==> src/led_pkg.sv <==
// Shared types, constants and pixel functions for the 3x3 Laplacian edge filter.
// No dependencies.
package led_pkg;

    localparam int ROW_W = 12;
    localparam int IW_W  = 11;
    localparam int IH_W  = 13;
    localparam int MAX_HEIGHT = 4096;

    localparam logic [0:0] REG_IMAGE_WIDTH  = 1'b0;
    localparam logic [0:0] REG_IMAGE_HEIGHT = 1'b1;

    localparam logic [IW_W-1:0] IMAGE_WIDTH_RESET  = 11'd640;
    localparam logic [IH_W-1:0] IMAGE_HEIGHT_RESET = 13'd480;

    // red in [23:16], green in [15:8], blue in [7:0]
    typedef logic [23:0] pixel_t;
    typedef pixel_t win_t [9];

    typedef struct packed {
        logic   valid;
        logic   is_pixel;
        logic   produce;
        logic   lap;
        logic   sel_mid;
        logic   last;
        pixel_t pix;
    } issue_t;

    function automatic logic [7:0] div100(input logic [7:0] v);
        logic [7:0] q;
        if (v >= 8'd200)
            q = 8'd2;
        else if (v >= 8'd100)
            q = 8'd1;
        else
            q = 8'd0;
        return q;
    endfunction

    function automatic pixel_t border_pix(input pixel_t p);
        return {div100(p[23:16]), div100(p[15:8]), div100(p[7:0])};
    endfunction

    function automatic pixel_t laplace_pix(input win_t w);
        logic signed [12:0] s;
        pixel_t             res;
        logic               neg;
        res = '0;
        neg = 1'b0;
        for (int ch = 0; ch < 3; ch++)
        begin
            s = 13'sd0;
            for (int k = 0; k < 9; k++)
            begin
                if (k == 4)
                    s = s + $signed({2'b00, w[k][ch*8 +: 8], 3'b000});
                else
                    s = s - $signed({5'b00000, w[k][ch*8 +: 8]});
            end
            if (s < 13'sd0)
                neg = 1'b1;
            else if (s > 13'sd255)
                res[ch*8 +: 8] = 8'hFF;
            else
                res[ch*8 +: 8] = s[7:0];
        end
        return neg ? '0 : res;
    endfunction

endpackage

==> src/led_if.sv <==
// Stream interfaces for pixel beats in and filtered pixel beats out.
// No dependencies.
interface led_in_if;
    logic       valid;
    logic       ready;
    logic       command;
    logic [7:0] in_red;
    logic [7:0] in_green;
    logic [7:0] in_blue;

    modport source (output valid, output command, output in_red, output in_green,
                    output in_blue, input ready);
    modport sink   (input valid, input command, input in_red, input in_green,
                    input in_blue, output ready);
endinterface


==> src/led_ctrl.sv <==
// Raster counters and per-beat decode; issues line buffer reads and stage-1 control.
// Depends on led_pkg and led_if.
module led_ctrl import led_pkg::*; #(
    parameter int MAX_WIDTH = 1024,
    parameter int CW        = 10
) (
    input  logic            clk,
    input  logic            rst_n,
    input  logic [IW_W-1:0] image_width,
    input  logic [IH_W-1:0] image_height,
    input  logic            issue_ready,
    led_in_if.sink          video,
    output issue_t          issue,
    output logic [CW-1:0]   idx
);

    localparam logic [13:0] W_MAX = 14'(MAX_WIDTH);

    logic [CW-1:0]    in_col_reg, in_col_next;
    logic [ROW_W-1:0] in_row_reg, in_row_next;
    logic [CW-1:0]    out_col_reg, out_col_next;
    logic [ROW_W-1:0] out_row_reg, out_row_next;

    logic [13:0]      w_ext;
    logic [12:0]      h_ext;
    logic [CW-1:0]    wl;
    logic [ROW_W-1:0] hl;
    logic             accept;
    logic             b_old, newp, produced, emit;
    logic [ROW_W-1:0] orow;
    logic [CW-1:0]    ocol;

    function automatic logic [ROW_W+CW-1:0] advance(input logic [ROW_W-1:0] row,
                                                    input logic [CW-1:0] col,
                                                    input logic [CW-1:0] lc,
                                                    input logic [ROW_W-1:0] lr);
        logic [ROW_W-1:0] nr;
        logic [CW-1:0]    nc;
        if (col >= lc)
        begin
            nc = '0;
            nr = (row >= lr) ? '0 : row + ROW_W'(1);
        end
        else
        begin
            nc = col + CW'(1);
            nr = row;
        end
        return {nr, nc};
    endfunction

    always_comb
    begin
        w_ext = {3'b000, image_width};
        if (w_ext < 14'd3)
            w_ext = 14'd3;
        else if (w_ext > W_MAX)
            w_ext = W_MAX;
        wl = CW'(w_ext - 14'd1);

        h_ext = image_height;
        if (h_ext < 13'd3)
            h_ext = 13'd3;
        else if (h_ext > 13'(MAX_HEIGHT))
            h_ext = 13'(MAX_HEIGHT);
        hl = ROW_W'(h_ext - 13'd1);
    end

    assign video.ready = issue_ready;
    assign accept      = video.valid && video.ready;

    always_comb
    begin
        b_old = (in_col_reg == '0) && (in_row_reg >= ROW_W'(2));
        newp  = (in_col_reg != '0) && (in_row_reg != '0);
        produced = b_old || newp;
        if (newp)
        begin
            orow = in_row_reg - ROW_W'(1);
            ocol = in_col_reg - CW'(1);
        end
        else
        begin
            orow = in_row_reg - ROW_W'(2);
            ocol = wl;
        end
        emit = (in_row_reg == '0) && (in_col_reg == '0)
               && !((out_row_reg == '0) && (out_col_reg == '0));

        in_col_next  = in_col_reg;
        in_row_next  = in_row_reg;
        out_col_next = out_col_reg;
        out_row_next = out_row_reg;

        issue          = '0;
        issue.is_pixel = !video.command;
        issue.pix      = {video.in_red, video.in_green, video.in_blue};
        idx            = video.command ? out_col_reg : in_col_reg;

        if (!video.command)
        begin
            issue.valid   = accept;
            issue.produce = produced;
            issue.lap     = (in_row_reg >= ROW_W'(2)) && (in_col_reg >= CW'(2))
                            && (in_col_reg <= wl) && (in_row_reg <= hl);
            issue.last    = (orow >= hl) && (ocol >= wl);
            if (accept)
            begin
                {in_row_next, in_col_next} = advance(in_row_reg, in_col_reg, wl, hl);
                if (produced)
                    {out_row_next, out_col_next} = advance(orow, ocol, wl, hl);
                else
                begin
                    out_row_next = '0;
                    out_col_next = '0;
                end
            end
        end
        else
        begin
            issue.valid   = accept && emit;
            issue.produce = 1'b1;
            issue.sel_mid = out_row_reg >= hl;
            issue.last    = (out_row_reg >= hl) && (out_col_reg >= wl);
            if (accept && emit)
                {out_row_next, out_col_next} = advance(out_row_reg, out_col_reg, wl, hl);
        end
    end

    always_ff @(posedge clk or negedge rst_n)
    begin
        if (!rst_n)
        begin
            in_col_reg  <= '0;
            in_row_reg  <= '0;
            out_col_reg <= '0;
            out_row_reg <= '0;
        end
        else
        begin
            in_col_reg  <= in_col_next;
            in_row_reg  <= in_row_next;
            out_col_reg <= out_col_next;
            out_row_reg <= out_row_next;
        end
    end

endmodule

==> src/flat_wrapper.sv <==
// flat-port wrapper written by rule: the top's interface ports become plain ports
module led_ctrl_flat import led_pkg::*;
#(
    parameter int MAX_WIDTH = 1024,
    parameter int CW        = 10
)
  (clk, rst_n, image_width, image_height, issue_ready, issue, idx, video_valid, video_command, video_in_red, video_in_green, video_in_blue, video_ready);
  led_in_if video_i ();
  input  logic clk;
  input  logic rst_n;
  input  logic [IW_W-1:0] image_width;
  input  logic [IH_W-1:0] image_height;
  input  logic issue_ready;
  output issue_t issue;
  output logic [CW-1:0] idx;
  input wire logic [$bits(video_i.valid)-1:0] video_valid;
  input wire logic [$bits(video_i.command)-1:0] video_command;
  input wire logic [$bits(video_i.in_red)-1:0] video_in_red;
  input wire logic [$bits(video_i.in_green)-1:0] video_in_green;
  input wire logic [$bits(video_i.in_blue)-1:0] video_in_blue;
  output wire logic [$bits(video_i.ready)-1:0] video_ready;
  assign video_i.valid = video_valid;
  assign video_i.command = video_command;
  assign video_i.in_red = video_in_red;
  assign video_i.in_green = video_in_green;
  assign video_i.in_blue = video_in_blue;
  assign video_ready = video_i.ready;
  led_ctrl #(.MAX_WIDTH(MAX_WIDTH), .CW(CW)) u_core (.clk(clk), .rst_n(rst_n), .image_width(image_width), .image_height(image_height), .issue_ready(issue_ready), .video(video_i), .issue(issue), .idx(idx));
endmodule
==> config.mk <==
export PLATFORM = sky130hd
export DESIGN_NAME = led_ctrl_flat
export DESIGN_NICKNAME = d
export VERILOG_FILES = /design/src/led_pkg.sv /design/src/led_if.sv /design/src/led_ctrl.sv /design/src/flat_wrapper.sv
export SDC_FILE = /design/constraint.sdc
export NUM_CORES = 1
export LEC_CHECK = 0
export BUFFER_PORTS_ARGS = -buffer_cell sky130_fd_sc_hd__buf_2
export CAP_MARGIN = 20
export CORE_ASPECT_RATIO = 0.7
export CORE_UTILIZATION = 50
export CTS_CLUSTER_DIAMETER = 120
export DETAILED_ROUTE_END_ITERATION = 8
export GPL_ROUTABILITY_DRIVEN = 1
export MAX_ROUTING_LAYER = met4
export PLACE_DENSITY = 0.7
export SLEW_MARGIN = 20
export SYNTH_ARGS = -nofsm -noshare
export SYNTH_HDL_FRONTEND = slang
export SYNTH_SLANG_ARGS = --single-unit
==> constraint.sdc <==
create_clock -name clk -period 12.3 [get_ports clk]
set_clock_uncertainty 0.2 [all_clocks]
set_input_delay 2.46 -clock clk [delete_from_list [all_inputs] [get_ports clk]]
set_output_delay 2.46 -clock clk [all_outputs]
set_load 0.03 [all_outputs]
==> results.cfg, run 1 <==
[run_status]
outcome = complete, no violations

[critical_path]
cp_num_cells = 19
cp_cell_sequence = buf_2 > or4_1 > or2_2 > nor4_1 > o21bai_1 > ha_1 > o21ai_0 > o21ai_0 > a21oi_1 > ha_1 > a21o_1 > a2111oi_0 > o21ai_0 > a221oi_1 > o21ai_1 > a21oi_1 > nor2_1 > a21o_1 > buf_2
r2r_start = u_core.in_col_reg[0]
rrSetupSlack_ns = 6.75
critPathMaxFanout = 11
slowest_stage = or4_1
worst_ep_required_time_ns = 9.64
r2r_cells = 15
cp_top_family = compound AO/OA/AOI/OAI gates
reg2reg_to = u_core.out_row_reg[10]
cp_data_arrival_time_ns = 7.29
end_kind = output port
cp-start-kind = primary input
startpoint = image_height[7]
crit_buf_inv = 2
cpPeakStageDelay_ns = 0.60
crit_end = issue[24]
criticalPathCategory = primary input to output port
crit_top_cell = o21ai_0

[layout]
final_common_cell = ha_1
multi_input_area_um2 = 4770
diodes = 0
nets = 934
drive_above_1_share_pct = 11.1
area_growth_pct = 3.84
final_cell_mix = ha_1 (81), a21oi_1 (51), o21ai_0 (50)
fillers = 1160
ff_latch_area_um2 = 1100

[sta]
slew_headroom_pct = 35.0
finalHoldViolations = 0
fin_crit_ns = 9.95
finalCritPeriodShare_pct = 80.9
fmax_ghz = 0.100
rsz0062_at_grt = false
setup_slack_ns = 2.35
maxSlewViolCount = 0
timing.hold.ws_ns = 0.427
setup_tns_ns = 0
finalSetupViolCount = 0
tightest_slew_ns = 0.970

[cts]
ctsHoldBuffers = 0
cts_buffers = 5
root_buffer = clkbuf_16
clk_pin_slew_worst_paths_ns = 0.06
numClockSinks = 44
cts_tree = built
postCtsSetupBuffers = 0
ctsResizeCount = 0
htree_levels = 2
clockBufferDepth = 2
insertion_delay_ns = 0.29

[min_path]
worst_hold_path_type = flip-flop to flip-flop

[die]
die_h_um = 96.3
core_um2 = 12400
dieArea_um2 = 13200
rows = 34
dieWidth_um = 137
start_util_pct = 51.1
io_pins = 94

[grt]
grt_max_degree = 45
grt_usage_pct = 30.6
grt_pass1_wl_um = 30400
grt_antenna_before_repair = 0
grt_pass1_vias = 5940
globalRouteOverflowTotal = 0

[yosys]
ys_warn_count = 0
yosysTopAreaCellShare_pct = 17.3
yosysSeqAreaShare_pct = 17.3
syn-num-nets = 941
synth_cell_types = 74
synth_enable_flop_cells = 0
synth_area_per_cell_um2 = 7.87
synthCells = 807
synth-main-ff-cell = dfrtp_1
synth_area_leaders = dfrtp_1 (17%), ha_1 (16%), a21oi_1 (4.0%), xnor2_1 (4.0%), o21ai_0 (3.9%)
synth_area_um2 = 6350
ys_ff_latch = 44
async_flop_share_pct = 100
yosys.area.top_type = dfrtp_1

[detailed_routing]
wire_per_inst_um = 19.9
drt_iter0_drc = 620
via_count = 6454
dr.pass1.iters = 5
drc = 0
wl_um = 19100
vias_per_cell = 6.70
ant_nets = 0

[power]
p_leak_nw = 2.73
p_comb_share_pct = 57.4
p_int_mw = 0.472
p_seq_share_pct = 27.5
p_switching_mw = 0.452
swShare_pct = 48.9
power_frac_clock_pct = 15.1
p_per_area_nw_per_um2 = 140
peakVddDrop_mv = 0.0891

[place]
gp_congestion = 0.955
place_hpwl_um = 14900
pre_cts_slack_ns = 2.44
numPortBuffers = 45

[job]
maxCapViolCount = 0
==> worst register-to-register path, stage by stage, from the launching register on <==
cell and delay (ns):
dfrtp_1 0.45, inv_1 0.20, ha_1 0.30, or4b_1 0.57, nor3_2 0.60, nor2_1 0.31
mux2i_1 0.46, ha_1 0.35, a2111oi_0 0.37, o21ai_0 0.23, a32oi_1 0.57, a2111oi_4 0.11
o211ai_2 0.15, a2111oi_4 0.09, xor2_1 0.32, o221ai_1 0.16
==> stage by stage <==
stage / util [%] / area (µm²) / instances / power (mW)
after floorplan: - / 6350 / 807 / 0.636
after global placement: 51.9 / 6440 / 955 / 0.746
after detailed placement: 51.9 / 6440 / 955 / 0.768
after CTS: 53.1 / 6590 / 963 / 0.911
after global routing: 53.1 / 6600 / 963 / 0.992
final: 53.1 / 6600 / 963 / 0.924
==> how the worst min path moves through the flow <==
stage	from	endpoint	slack [ns]	cells past startpoint
global placement	u_core.in_col_reg[0]	u_core.in_col_reg[0]	0.39	1
detailed placement	u_core.out_col_reg[9]	u_core.out_col_reg[9]	0.41	2
global route	u_core.out_row_reg[1]	u_core.out_row_reg[1]	0.46	2
finish	u_core.in_col_reg[0]	u_core.in_col_reg[0]	0.43	1
floorplan	u_core.in_col_reg[0]	u_core.in_col_reg[0]	0.33	1
CTS	u_core.out_col_reg[9]	u_core.out_col_reg[9]	0.42	2
==> power groups by stage <==
stage	Clock [mW]	Combinational [mW]	Sequential, mW
finish	0.139	0.531	0.254
CTS	0.141	0.519	0.250
global route	0.147	0.584	0.261
global placement	0	0.497	0.249
detailed placement	0	0.516	0.252
floorplan	0	0.418	0.218
==> final cells by class <==
cell class,instances,share of cell area [%]
Timing Repair Buffer,46,3.57
Multi-Input combinational cell,665,72.3
Inverter,38,2.16
Clock buffer,8,2.22
Sequential cell,44,16.7
Tap cell,162,3.07
==> metal layers <==
layer  track usage (%)  vias up  share of wire, %
met3              5.06       20               9.5
met2              44.0      325                42
met1              44.3     3081                48
met5                 -        -                 0
li1                  -     3028                 -
met4              6.85        0              0.98
==> cells in the mapped netlist, drive strengths merged, types with 14 or more instances <==
master   n
o21ai   55
a21oi   51
inv     36
xnor2   29
ha      81
nor2    47
or3     16
nand2   47
a21o    14
buf     32
o211ai  15
nor3    23
a211oi  16
dfrtp   44
clkbuf  28
nand3   43
nand2b  20
==> logic make-up (layout without fill, tap and decap cells) <==
kind of cell / Yosys count / in the layout / synth area share, %
muxes: 19 / 19 / 3.21
and+or+nand+nor: 288 / 288 / 24.9
xor gates and xnor gates: 38 / 38 / 5.24
buffers and inverters: 98 / 92 / 7.66
AOI/OAI and AO/OA: 239 / 239 / 25.8
adders and majority gates: 81 / 81 / 16.0
DFF: 44 / 44 / 17.3
No activity file was read; power rests on OpenSTA's default activity.
==> run 2: changes to the inputs <==
PLACE_DENSITY = 0.73   (was 0.7)
clock period = 8.2 ns   (was 12.3 ns; I/O delays follow)
==> run 2 against run 1 <==
- global-route usage shrank 1.6 points
- via count shrank 3.3%
- largest power group unchanged
- total power rose by 49%
- critical path type unchanged
- sequential cell count is the same
- sequential power grew 50%
- count of clock-buffer cells in the layout decreased by 1
- first-iteration DRC count is 8.1% lower
- hold slack got worse by 0.027 ns
- cell area grew 0.89%
- clock power increased by 53%
==> results.cfg, run 2 (same netlist as run 1, synthesis figures left out) <==
[sta]
finalHoldViolations = 0
timing.hold.ws_ns = 0.400
rsz0062_at_grt = false
fmax_ghz = 0.128
finalCritPeriodShare_pct = 95.4
setup_tns_ns = 0
fin_crit_ns = 7.82
finalSetupViolCount = 0
tightest_slew_ns = 0.887
maxSlewViolCount = 0
slew_headroom_pct = 40.9

[critical_path]
reg2reg_to = u_core.out_row_reg[7]
cp_data_arrival_time_ns = 5.98
cpPeakStageDelay_ns = 0.60
cp-start-kind = primary input
crit_top_cell = o21ai_0
startpoint = image_height[7]
cp_cell_sequence = buf_2 > or4_1 > or2_2 > nor4_2 > o21bai_1 > ha_1 > o21ai_0 > o21ai_0 > a21oi_2 > ha_1 > a21o_1 > a2111oi_0 > o21ai_0 > a221oi_1 > o21ai_1 > a21oi_1 > nor2_1 > a21o_1 > buf_2
worst_ep_required_time_ns = 6.36
r2r_cells = 14
rrSetupSlack_ns = 2.88
crit_end = issue[24]
criticalPathCategory = primary input to output port
end_kind = output port
r2r_start = u_core.in_col_reg[0]
slowest_stage = or4_1
critPathMaxFanout = 11

[cts]
numClockSinks = 44
clockBufferDepth = 2
root_buffer = clkbuf_16
cts_buffers = 5
htree_levels = 2
cts_tree = built
insertion_delay_ns = 0.29
clk_pin_slew_worst_paths_ns = 0.06
postCtsSetupBuffers = 0

[detailed_routing]
ant_nets = 0
wire_per_inst_um = 18.5
highest_layer = met4
wl_met2_um = 7230
wl_met3_um = 1570
vias_per_cell = 6.45
drt-met1-wl_um = 8950
drt_iter0_drc = 570
drc = 0
dr.pass1.iters = 5
wl_um = 17900
via_count = 6242

[die]
rows = 34
io_pins = 94
die_h_um = 96.3
start_util_pct = 51.1
dieWidth_um = 137
core_um2 = 12400
dieArea_um2 = 13200

[power]
p_leak_nw = 2.77
peakVddDrop_mv = 0.136
p_per_area_nw_per_um2 = 208

[run_status]
outcome = complete, no violations

[min_path]
worst_hold_path_type = flip-flop to flip-flop
hp-start = u_core.in_col_reg[0]

[layout]
stdcell_area_um2 = 6660
fillers = 1190
nets = 940
area_growth_pct = 4.77
final_cell_mix = ha_1 (81), o21ai_0 (50), a21oi_1 (50)
post-route-util_pct = 53.6
drive_above_1_share_pct = 12.2
diodes = 0
final_common_cell = ha_1

[grt]
grt_pass1_wl_um = 28900
globalRouteOverflowTotal = 0
grt_max_degree = 45
grt_pass1_vias = 5531
grt_antenna_before_repair = 0
grt_usage_pct = 29.1

[place]
placed_area_um2 = 6490
gp_congestion = 0.945
numPortBuffers = 45
place_hpwl_um = 14000

[job]
maxCapViolCount = 0
[run 2: layout make-up]
class,instances,area [µm²],share of cell area [%]
Timing Repair Buffer,52,278,4.17
Tap cell,162,203,3.05
Sequential cell,44,1100,16.5
Inverter,38,143,2.14
Multi-Input combinational cell,665,4780,71.8
Clock buffer,7,153,2.29
[run 2: timing repair]
item                                    in CTS  in global routing
hold endpoints to repair                     0                  0
hold buffers                                 0                  0
endpoints found under the setup margin       0                  2
resized for setup                            0                  2
[run 2: report_power, final]
group | internal (mW) | switching, mW
Combinational | 0.320 | 0.465
Sequential | 0.268 | 0.115
Clock | 0.128 | 0.0854
[run 2: through the flow]
step / worst slack (ns) / power, mW / cells
floorplan: 0.535 / 0.954 / 807
global placement: 0.388 / 1.13 / 961
detailed placement: 0.206 / 1.15 / 961
CTS: 0.211 / 1.37 / 968
global route: 0.0119 / 1.49 / 968
finish: 0.379 / 1.38 / 968
[run 2: critical path: cells and delay by family]
kind	cells	cell delay, ns
AOI/OAI and AO/OA	11	2.17
and+or+nand+nor	4	1.22
adders and majority gates	2	0.67
buffers and inverters	2	0.29
[run 2: worst min path at each step]
stage,to,slack (ns),depth (start not counted)
finish,u_core.in_col_reg[0],0.40,1
global route,u_core.in_col_reg[0],0.45,1
CTS,u_core.in_col_reg[0],0.39,1
detailed placement,u_core.in_col_reg[0],0.38,1
global placement,u_core.in_col_reg[0],0.36,1
floorplan,u_core.in_col_reg[0],0.33,1
[run 2: per-layer routing]
metal / vias to the layer above / GRT usage [%]
li1: 3026 / -
met1: 2965 / 42.6
met2: 235 / 40.4
met3: 16 / 6.58
met4: 0 / 4.63
met5: - / -
